**src/design/ilru_pkg.sv**
```systemverilog
`default_nettype none

package ilru_pkg;

    // Field widths of one transaction
    localparam int ENTRY_W = 6;
    localparam int COUNT_W = 7;

    // Action codes
    typedef enum logic [1:0] {
        ACT_PUSH   = 2'd0,
        ACT_UNLINK = 2'd1,
        ACT_CLEAR  = 2'd2,
        ACT_QUERY  = 2'd3
    } t_action;

    // Commands from the controller to the datapath
    typedef struct packed {
        logic load;        // capture the incoming transaction
        logic link_new;    // write older link of new entry, newer link of old head
        logic push_fin;    // terminate new entry's newer link, move head
        logic unlink_fin;  // splice neighbours together, drop the mark
        logic clear;       // empty the list
        logic report;      // present the result
    } t_cmd;

    // Status from the datapath to the controller
    typedef struct packed {
        logic push_ok;     // push of an in-range entry that is not idle
        logic unlink_ok;   // unlink of an in-range entry that is idle
        logic clear_req;   // clear action
    } t_sts;

endpackage

`default_nettype wire

```
**src/design/ilru_ram.sv**
```systemverilog
`default_nettype none

module ilru_ram #(
    parameter int WIDTH = 7,
    parameter int DEPTH = 64
) (
    input  wire logic                       i_clk,
    input  wire logic                       i_we,
    input  wire logic [$clog2(DEPTH)-1:0]   i_waddr,
    input  wire logic [WIDTH-1:0]           i_wdata,
    input  wire logic [$clog2(DEPTH)-1:0]   i_raddr,
    output logic      [WIDTH-1:0]           o_rdata
);

    logic [WIDTH-1:0] r_mem [DEPTH];

    // Write one word, read one word with registered output
    always_ff @(posedge i_clk) begin
        if (i_we) begin
            r_mem[i_waddr] <= i_wdata;
        end
        o_rdata <= r_mem[i_raddr];
    end

endmodule

`default_nettype wire

```
**src/design/ilru_dpath.sv**
```systemverilog
`default_nettype none

module ilru_dpath
    import ilru_pkg::*;
#(
    parameter int ENTRIES = 64
) (
    input  wire logic                 i_clk,
    input  wire logic                 i_rst_n,
    input  wire logic [1:0]           i_action,
    input  wire logic [ENTRY_W-1:0]   i_entry,
    input  wire t_cmd                 i_cmd,
    output t_sts                      o_sts,
    output logic                      o_oldest_valid,
    output logic [ENTRY_W-1:0]        o_oldest_entry,
    output logic [COUNT_W-1:0]        o_idle_count
);

    // Only indices that the entry field can reach get storage
    localparam int SLOTS  = (ENTRIES < (1 << ENTRY_W)) ? ENTRIES : (1 << ENTRY_W);
    localparam int IDX_W  = $clog2(SLOTS);
    localparam int LINK_W = $clog2(SLOTS + 1);
    localparam int CNT_W  = $clog2(SLOTS + 1);
    localparam logic [LINK_W-1:0]  NONE    = LINK_W'(SLOTS);
    localparam logic [ENTRY_W:0]   SLOTS_X = (ENTRY_W + 1)'(SLOTS);
    localparam logic [CNT_W-1:0]   CNT_MAX = CNT_W'(SLOTS);

    // Captured transaction
    t_action              r_action;
    logic [ENTRY_W-1:0]   r_entry;

    // List registers
    logic [SLOTS-1:0]     r_mark,  n_mark;
    logic [LINK_W-1:0]    r_head,  n_head;
    logic [LINK_W-1:0]    r_tail,  n_tail;
    logic [CNT_W-1:0]     r_count, n_count;

    // Link memories
    logic                 newer_we,    older_we;
    logic [IDX_W-1:0]     newer_waddr, older_waddr;
    logic [LINK_W-1:0]    newer_wdata, older_wdata;
    logic [LINK_W-1:0]    newer_rdata, older_rdata;

    logic [IDX_W-1:0]     idx;
    logic [LINK_W-1:0]    entry_link;
    logic                 in_range;
    logic                 is_idle;
    logic                 head_valid;
    logic                 nw_valid;
    logic                 od_valid;

    // Hold the transaction for the whole operation
    always_ff @(posedge i_clk) begin
        if (i_cmd.load) begin
            r_action <= t_action'(i_action);
            r_entry  <= i_entry;
        end
    end

    assign idx        = r_entry[IDX_W-1:0];
    assign entry_link = LINK_W'(idx);
    assign in_range   = ({1'b0, r_entry} < SLOTS_X);
    assign is_idle    = in_range && r_mark[idx];
    assign head_valid = (r_head != NONE);
    assign nw_valid   = (newer_rdata != NONE);
    assign od_valid   = (older_rdata != NONE);

    // Decode the captured action
    always_comb begin
        o_sts.push_ok   = (r_action == ACT_PUSH) && in_range && !is_idle;
        o_sts.unlink_ok = (r_action == ACT_UNLINK) && is_idle;
        o_sts.clear_req = (r_action == ACT_CLEAR);
    end

    // Link writes: newer side
    always_comb begin
        newer_we    = 1'b0;
        newer_waddr = idx;
        newer_wdata = NONE;
        if (i_cmd.link_new) begin
            newer_we    = head_valid;
            newer_waddr = r_head[IDX_W-1:0];
            newer_wdata = entry_link;
        end else if (i_cmd.push_fin) begin
            newer_we    = 1'b1;
            newer_waddr = idx;
            newer_wdata = NONE;
        end else if (i_cmd.unlink_fin) begin
            newer_we    = od_valid;
            newer_waddr = older_rdata[IDX_W-1:0];
            newer_wdata = newer_rdata;
        end
    end

    // Link writes: older side
    always_comb begin
        older_we    = 1'b0;
        older_waddr = idx;
        older_wdata = r_head;
        if (i_cmd.link_new) begin
            older_we    = 1'b1;
            older_waddr = idx;
            older_wdata = r_head;
        end else if (i_cmd.unlink_fin) begin
            older_we    = nw_valid;
            older_waddr = newer_rdata[IDX_W-1:0];
            older_wdata = older_rdata;
        end
    end

    ilru_ram #(
        .WIDTH (LINK_W),
        .DEPTH (SLOTS)
    ) u_newer_ram (
        .i_clk   (i_clk),
        .i_we    (newer_we),
        .i_waddr (newer_waddr),
        .i_wdata (newer_wdata),
        .i_raddr (idx),
        .o_rdata (newer_rdata)
    );

    ilru_ram #(
        .WIDTH (LINK_W),
        .DEPTH (SLOTS)
    ) u_older_ram (
        .i_clk   (i_clk),
        .i_we    (older_we),
        .i_waddr (older_waddr),
        .i_wdata (older_wdata),
        .i_raddr (idx),
        .o_rdata (older_rdata)
    );

    // Advance head, tail, count and marks
    always_comb begin
        n_mark  = r_mark;
        n_head  = r_head;
        n_tail  = r_tail;
        n_count = r_count;
        if (i_cmd.clear) begin
            n_mark  = '0;
            n_head  = NONE;
            n_tail  = NONE;
            n_count = '0;
        end else if (i_cmd.push_fin) begin
            n_mark[idx] = 1'b1;
            n_head      = entry_link;
            if (r_tail == NONE) begin
                n_tail = entry_link;
            end
            n_count = r_count + CNT_W'(1);
        end else if (i_cmd.unlink_fin) begin
            n_mark[idx] = 1'b0;
            if (!nw_valid) begin
                n_head = older_rdata;
            end
            if (!od_valid) begin
                n_tail = newer_rdata;
            end
            if (r_count != '0) begin
                n_count = r_count - CNT_W'(1);
            end
        end
    end

    always_ff @(posedge i_clk) begin
        if (!i_rst_n) begin
            r_mark  <= '0;
            r_head  <= NONE;
            r_tail  <= NONE;
            r_count <= '0;
        end else begin
            r_mark  <= n_mark;
            r_head  <= n_head;
            r_tail  <= n_tail;
            r_count <= n_count;
        end
    end

    // Result fields
    assign o_oldest_valid = (r_tail != NONE);
    assign o_oldest_entry = o_oldest_valid ? ENTRY_W'(r_tail[IDX_W-1:0]) : '0;
    assign o_idle_count   = COUNT_W'(r_count);

`ifndef SYNTHESIS
    a_count_matches_marks: assert property (@(posedge i_clk) disable iff (!i_rst_n)
        r_count == CNT_W'($countones(r_mark)))
        else $error("idle count differs from number of idle marks");

    a_head_tail_agree: assert property (@(posedge i_clk) disable iff (!i_rst_n)
        (r_head == NONE) == (r_tail == NONE))
        else $error("head and tail disagree on list emptiness");

    a_empty_means_zero: assert property (@(posedge i_clk) disable iff (!i_rst_n)
        (r_tail == NONE) == (r_count == '0))
        else $error("tail and count disagree on list emptiness");

    a_count_bound: assert property (@(posedge i_clk) disable iff (!i_rst_n)
        r_count <= CNT_MAX)
        else $error("idle count exceeds number of entries");
`endif

endmodule

`default_nettype wire

```
**src/design/ilru_ctrl.sv**
```systemverilog
`default_nettype none

module ilru_ctrl
    import ilru_pkg::*;
(
    input  wire logic   i_clk,
    input  wire logic   i_rst_n,
    input  wire logic   i_start,
    input  wire t_sts   i_sts,
    output t_cmd        o_cmd,
    output logic        o_busy
);

    typedef enum logic [4:0] {
        S_IDLE   = 5'b00001,
        S_DECODE = 5'b00010,
        S_PUSH   = 5'b00100,
        S_UNLINK = 5'b01000,
        S_REPORT = 5'b10000
    } t_state;

    t_state r_state, n_state;

    assign o_busy = (r_state != S_IDLE);

    // Sequence one transaction
    always_comb begin
        n_state = r_state;
        o_cmd   = '0;
        case (r_state)
            S_IDLE: begin
                if (i_start) begin
                    o_cmd.load = 1'b1;
                    n_state    = S_DECODE;
                end
            end
            S_DECODE: begin
                o_cmd.link_new = i_sts.push_ok;
                o_cmd.clear    = i_sts.clear_req;
                if (i_sts.push_ok) begin
                    n_state = S_PUSH;
                end else if (i_sts.unlink_ok) begin
                    n_state = S_UNLINK;
                end else begin
                    n_state = S_REPORT;
                end
            end
            S_PUSH: begin
                o_cmd.push_fin = 1'b1;
                n_state        = S_REPORT;
            end
            S_UNLINK: begin
                o_cmd.unlink_fin = 1'b1;
                n_state          = S_REPORT;
            end
            S_REPORT: begin
                o_cmd.report = 1'b1;
                n_state      = S_IDLE;
            end
            default: begin
                n_state = S_IDLE;
            end
        endcase
    end

    always_ff @(posedge i_clk) begin
        if (!i_rst_n) begin
            r_state <= S_IDLE;
        end else begin
            r_state <= n_state;
        end
    end

`ifndef SYNTHESIS
    a_start_leads_to_decode: assert property (@(posedge i_clk) disable iff (!i_rst_n)
        (r_state == S_IDLE && i_start) |=> (r_state == S_DECODE))
        else $error("accepted transaction did not enter decode");

    a_report_after_work: assert property (@(posedge i_clk) disable iff (!i_rst_n)
        (o_cmd.push_fin || o_cmd.unlink_fin) |=> o_cmd.report)
        else $error("list update not followed by result");

    a_one_update: assert property (@(posedge i_clk) disable iff (!i_rst_n)
        $onehot0({o_cmd.link_new, o_cmd.clear, o_cmd.push_fin, o_cmd.unlink_fin,
                  o_cmd.report, o_cmd.load}))
        else $error("more than one datapath command in a cycle");
`endif

endmodule

`default_nettype wire

```
**src/design/idle_lru_list.sv**
```systemverilog
// Result strobe: raised in the report state, which comes after decode and the push or
// unlink state for push and unlink, and right after decode for clear, query and ignored
// actions. A new transaction is taken only while not busy; busy covers the whole sequence,
// set by the link-memory read and the two writes a push needs on the newer-link memory.
// Reset: synchronous, empties the list (no idle marks, count zero); links are not cleared.
// The result is shown for one cycle only; the receiver cannot stall it.
`default_nettype none

module idle_lru_list
    import ilru_pkg::*;
#(
    parameter int ENTRIES = 64
) (
    input  wire logic                 i_clk,
    input  wire logic                 i_rst_n,
    input  wire logic                 start,
    output logic                      busy,
    input  wire logic [1:0]           i_action,
    input  wire logic [ENTRY_W-1:0]   i_entry,
    output logic                      o_valid,
    output logic                      o_oldest_valid,
    output logic [ENTRY_W-1:0]        o_oldest_entry,
    output logic [COUNT_W-1:0]        o_idle_count
);

    t_cmd cmd;
    t_sts sts;

    ilru_ctrl u_ctrl (
        .i_clk   (i_clk),
        .i_rst_n (i_rst_n),
        .i_start (start),
        .i_sts   (sts),
        .o_cmd   (cmd),
        .o_busy  (busy)
    );

    ilru_dpath #(
        .ENTRIES (ENTRIES)
    ) u_dpath (
        .i_clk          (i_clk),
        .i_rst_n        (i_rst_n),
        .i_action       (i_action),
        .i_entry        (i_entry),
        .i_cmd          (cmd),
        .o_sts          (sts),
        .o_oldest_valid (o_oldest_valid),
        .o_oldest_entry (o_oldest_entry),
        .o_idle_count   (o_idle_count)
    );

    assign o_valid = cmd.report;

endmodule

`default_nettype wire
```
**config.mk**
```make
export PLATFORM = sky130hd
export DESIGN_NAME = idle_lru_list
export DESIGN_NICKNAME = d
export VERILOG_FILES = /design/src/design/ilru_pkg.sv /design/src/design/ilru_ram.sv /design/src/design/ilru_dpath.sv /design/src/design/ilru_ctrl.sv /design/src/design/idle_lru_list.sv
export SDC_FILE = /design/constraint.sdc
export NUM_CORES = 1
export LEC_CHECK = 0
export ABC_AREA = 0
export BUFFER_PORTS_ARGS = -buffer_cell sky130_fd_sc_hd__buf_2
export CORE_MARGIN = 1
export CORE_UTILIZATION = 59
export CTS_BUF_LIST = sky130_fd_sc_hd__clkbuf_4 sky130_fd_sc_hd__clkbuf_8
export DETAILED_ROUTE_END_ITERATION = 6
export HOLD_SLACK_MARGIN = 0.08
export MAX_ROUTING_LAYER = met4
export PLACE_DENSITY_LB_ADDON = 0.05
export SLEW_MARGIN = 20
export SYNTH_ARGS = -nofsm -noshare
export SYNTH_HDL_FRONTEND = slang
export SYNTH_HIERARCHICAL = 1
export SYNTH_SLANG_ARGS = --single-unit
```
**constraint.sdc**
```tcl
create_clock -name i_clk -period 6.2 [get_ports i_clk]
set_input_delay 0.93 -clock i_clk [delete_from_list [all_inputs] [get_ports i_clk]]
set_output_delay 0.93 -clock i_clk [all_outputs]
set_load 0.01 [all_outputs]
```
[Word level (Yosys, flattened, before mapping)]
Memories as Yosys holds them, arrays and structs flattened. A register that Yosys moved wholly into a read port is not among the register bits.
Cells that the tools add are included.
Word-level totals
  RAM bits: 896
  memories: 2
  bits in registers: 98
Cells by class
  bitwise gates (word level): 4
  magnitude comparators: 2
  add/subtract/negate cells: 2
  multiplexer cells: 47
  eq/ne operators: 17
  reduce and logical (&&, ||, !) cells: 13
Memories
  u_dpath.u_newer_ram.r_mem: words 64, bits a word 7, rd ports 1, clocked after Yosys merged registers in 1, write ports 1, line ilru_ram.sv:15  | logic [WIDTH-1:0] r_mem [DEPTH];
  u_dpath.u_older_ram.r_mem: words 64, bits a word 7, rd ports 1, clocked after Yosys merged registers in 1, write ports 1, line ilru_ram.sv:15
Operator list (count)
  $mux W64: 2
  $mux W7: 15
  $and A64 B64 Y64: 1
  $not A64 Y64: 1
  $or A64 B64 Y64: 1
  $mux W6: 6
  $ne A7 B7 Y1 const B: 4
  $mux W1: 18
  $mux W5: 3
  $pmux W5 S3: 1
  $add A7 B1 Y7 const B: 1
  $eq A7 B7 Y1 const B: 1
  $lt A6 B7 Y1 const B: 1
  $reduce_bool A7 Y1: 1
  $sub A7 B1 Y7 const B: 1
  $bmux W1 S6: 1
  $demux W1 S6: 1
  $ge A6 B1 Y1 const B: 1
  $ne A2 B2 Y1 const B: 3
  $eq A5 B1 Y1 const B: 1
  $eq A5 B2 Y1 const B: 1
  $eq A5 B3 Y1 const B: 1
  $eq A5 B4 Y1 const B: 1
  $eq A5 B5 Y1 const B: 1
  other kinds (12): 17

[Longest topological paths before layout]
  depth after elaboration: 8
  mapped depth: 20

[Cells and area by module]
The synthesis kept the hierarchy.
By module, submodules not included
  ilru_ram: instances 2, cells each 827, area each 17635.7 um2
  ilru_dpath: instances 1, cells each 614, area each 5066.1 um2
  ilru_ctrl: instances 1, cells each 38, area each 332.8 um2

[Worst setup path after synthesis]
No wires, ideal clock.
  kind: reg-to-reg
  from: register u_dpath.r_entry[5] (netlist: u_dpath/idx[5])
  to: memory u_dpath.u_newer_ram.r_mem[0][0], data pin
  path buffers: 4
  path slack: 450 ps
  arrival: 5048 ps
  library setup time: 701 ps
  period minus slack after synthesis: 5750 ps
  stages on the path, launching flop included: 12
  cells stage by stage: edfxtp_1 -> clkbuf_1 -> nor3_1 -> a222oi_1 -> and4bb_1 -> nor3b_2 -> nand3_1 -> inv_1 -> buf_4 -> clkbuf_1 -> clkbuf_1 -> o21ai_0
RTL lines
  start: declaration: line ilru_dpath.sv:30  | logic [ENTRY_W-1:0] r_entry;
  start signal: assignment: line ilru_dpath.sv:56  | r_entry <= i_entry;
  end: declaration: line ilru_ram.sv:15

==> summary.md <==
| Metric | Value |
|---|---|
| Top Usage Layer GRT | met2 |
| Clk_skew | 0.0393 ns |
| CP bufs+invs | 4 |
| Hold crit path type | input port to register |
| Post-synth top area share | 66.7% |
| VDD IR max | 0.223 mV |
| Detailed Routing Iterations Pass 1 | 7 |
| RSZ-0062 raised after global routing | false |
| Crit-path slowest cell | edfxtp_1 |
| Pre-CTS setup slack | 0.437 ns |
| Clk root buf | clkbuf_8 |
| Die W | 265 um |
| Area Growth Syn to Fin | 10.1% |
| Largest area contributor in the netlist | edfxtp_1 |
| Avg Cell Area, Syn | 17.6 um2 |
| Port bufs | 26 |
| Post CTS Setup Buffer Count | 0 |
| Number of synthesized flops with an enable pin | 904 |
| GP Congestion | 0.876 |
| CP endpoint kind | register |
| Final Hold Viols | 0 |
| Fin worst setup slack | 0.328 ns |
| H-tree depth | 4 |
| TritonCTS Sinks | 1,008 |
| Total Nets Final | 2,412 |
| Pleak | 13.8 nW |
| PD cells | 301 nW/um2 |
| Setup tns final | 0 ns |
| DRC Markers | 0 |
| Clk_lat worst skew | 0.80 ns |
| Register area share after synthesis | 71.9% |
| First-pass GRT wire length | 144,000 um |
| Synth Instances | 2,306 |
| CTS tree | yes |
| R2R Setup Slk | 0.33 ns |
| Placed cell areas | 41,600 um2 |
| CP Data Required Time | 6.61 ns |
| Max FO, Critical Path | 28 |
| Cells after DPL | 3,106 |
| Fin crit share | 94.7% |
| Minimum clock period | 5.87 ns |
| TritonCTS buffer count | 160 |
| FILL cells | 4,569 |
| Crit-path max cell delay | 0.87 ns |
| CP startpoint | u_dpath/idx[1] |
| Via count | 22,400 |
| Via/cell ratio | 6.61 |
| Synth top area cells | edfxtp_1 (67%), mux4_2 (12%), dfxtp_1 (5.1%), nor2_1 (1.8%), mux2i_1 (1.3%) |
| Design area | 44,800 um2 |
| Worst-path cell chain | buf_4, inv_2, a221oi_2, o32ai_1, a222oi_1, and4bb_1, nor3b_2, nand3_1, inv_1, buf_4, o21ai_0, nor2b_1, nand3_1, nor2_1 |
| Reg2reg start | u_dpath/idx[1] |
| Syn_nets | 2,323 |
| Async S/R FF share, synth | 0% |
| Slew margin rel. | 33.9% |
| Final setup vio count | 0 |
| Routed length per instance | 28.2 um |
| Final-report max-slew violation count | 0 |
| Most common cell after layout, fill and taps aside | edfxtp_1 |
| Slew at the pin with the worst max-slew slack | 0.984 ns |
| Total GRT Usage | 28.9% |
| Layout cells sized above 1 | 24.4% |
| Yosys warns | 6 |
| HPWL Detailed | 58,900 um |
| I/O Pins | 27 |
| Post-Layout Cell Count | 3,393 |
| #FFs+latches synth | 1,008 |
| Core Region | 67,600 um2 |
| Site Rows | 95 |
| Antenna violations before repair | 1 |
| Iter 0 DRT Violations | 2,627 |
| Final ANT Viol Nets | 0 |
| Wirelength, routed | 95,700 um |
| Predominant post-synthesis flop cell | edfxtp_1 |
| R2R cell count | 14 |
| Maximum Capacitance Violations | 0 |
| DIE AREA | 70,000 um2 |
| Yosys cell types | 79 |
| Die Span Y | 265 um |
| FF-to-FF End | u_dpath/u_newer_ram/r_mem[14][1] |
| Crit start category | register |
| Vias in the first global route | 22,400 |
| Clock-pin slew on the worst setup and hold paths | 0.06 ns |
| Max Freq | 170 MHz |
| Met1 Usage GRT | 40.9% |
| Critical path type | register to register |
| CP arrival | 6.29 ns |
| Run status | completed |
| Starting Density | 60.1% |
| GR Overflow Total | 0 |
| Longest Clk Path Bufs | 3 |
| Worst setup endpoint | u_dpath/u_newer_ram/r_mem[14][1] |
| Critical path depth | 14 |
| CP top delay family | simple AND/OR/NAND/NOR gates |
| GR Util met2 | 42.7% |
| Most frequent cells in the layout | edfxtp_1 (904), mux4_2 (225), nor2_1 (193) |
| Total power | 0.0135 W |
| Largest net degree at the start of global routing | 96 |
| Area of the mapped netlist | 40,700 um2 |
| Grt met3 use | 5.36% |
-- Yosys cell counts (5+ instances only) --
master / number
edfxtp_1: 904
mux4_2: 225
nor2_1: 197
dfxtp_1: 104
a21oi_1: 89
o21ai_0: 87
clkbuf_1: 83
nand2_1: 68
mux2i_1: 52
or3_1: 43
buf_2: 35
nand3_1: 28
nand4_1: 28
o22ai_1: 25
nor3_1: 22
a22oi_1: 19
o221ai_1: 18
mux2_2: 17
o31ai_1: 17
buf_6: 16
nor2b_1: 15
nand3b_1: 14
inv_1: 13
nand2b_1: 13
buf_4: 12
o21ai_1: 10
a211oi_1: 9
nor3b_1: 9
a22o_1: 8
and3b_1: 7
a21o_1: 6
a311oi_1: 6
buf_1: 6
o21a_1: 6
or3b_2: 6
ha_1: 5
nand4b_1: 5
-- worst min path at each step --
stage                           start             endpoint  slack [ns]  cells after the start
global route              i_action[1]  u_dpath/r_action[1]        0.27                      1
detailed placement           register             register        0.46                      2
global placement             register             register        0.46                      2
floorplan           u_dpath/r_tail[6]    u_dpath/r_tail[6]        0.44                      2
finish                     i_entry[1]       u_dpath/idx[1]        0.30                      1
CTS                       i_action[1]  u_dpath/r_action[1]        0.24                      1
-- power breakdown --
group	switching, W	leakage (nW)	total, W	internal (W)
registers	0.0000341	8.69	0.00735	0.00732
logic	0.000355	3.44	0.000574	0.000220
clock network	0.00254	1.68	0.00553	0.00300
-- flip-flops by register name (all words and copies together) (netlist names), named ones only --
name and cells:
u_dpath/r_tail 7, u_dpath/u_newer_ram/o_rdata 7, u_dpath/idx 6, u_dpath/r_action 2, u_dpath/u_newer_ram/r_mem 448, u_dpath/r_head 7
u_dpath/o_idle_count 7, u_dpath/u_older_ram/r_mem 448, u_dpath/u_older_ram/o_rdata 7, u_ctrl/r_state 5
-- layer usage --
| layer | part of all wire (%) | vias to the layer above | wire [um] |
|---|---|---|---|
| met5 | 0 | - | 0 |
| met4 | 3.0 | 0 | 2830 |
| met3 | 7.7 | 197 | 7400 |
| met2 | 47 | 1041 | 44900 |
| met1 | 42 | 11600 | 40500 |
| li1 | - | 9530 | - |
-- repair_timing --
action	in CTS	in global routing
resized for setup	0	3
hold buffers	0	0
setup endpoints to repair	0	26
-- layout make-up --
cell class                 instances  area, um2  share of cell area, %
antenna                            2       5.00                 0.0112
clock buffer                     228       2800                   6.26
clock inverter                    57        349                  0.780
inverter                          18       67.6                  0.151
multi-input combinational       1126      10700                   23.8
sequential                      1008      29200                   65.3
tap                              873       1090                   2.44
timing repair buffer              81        559                   1.25
-- logic make-up (layout without fill, tap and decap cells) --
kind of cell,count (synthesis),count (layout),synth area share [%]
flip-flops,1008,1008,71.9
AND/OR/NAND/NOR,478,478,5.89
AO/OA/AOI/OAI,335,335,5.21
multiplexers,302,302,14.6
buffers and inverters,172,384,2.16
adder cells (fa/ha/maj),6,6,0.203
XOR/XNOR,5,5,0.108
other,0,2,0
-- through the flow --
stage          util [%]  hold WS [ns]
2_1_floorplan         -         0.444
3_3_place_gp       61.5         0.459
3_5_place_dp       61.5         0.464
4_1_cts            66.2         0.239
5_1_grt            66.2         0.273
6_report           66.2         0.302
(Power assumes the default switching activity.)
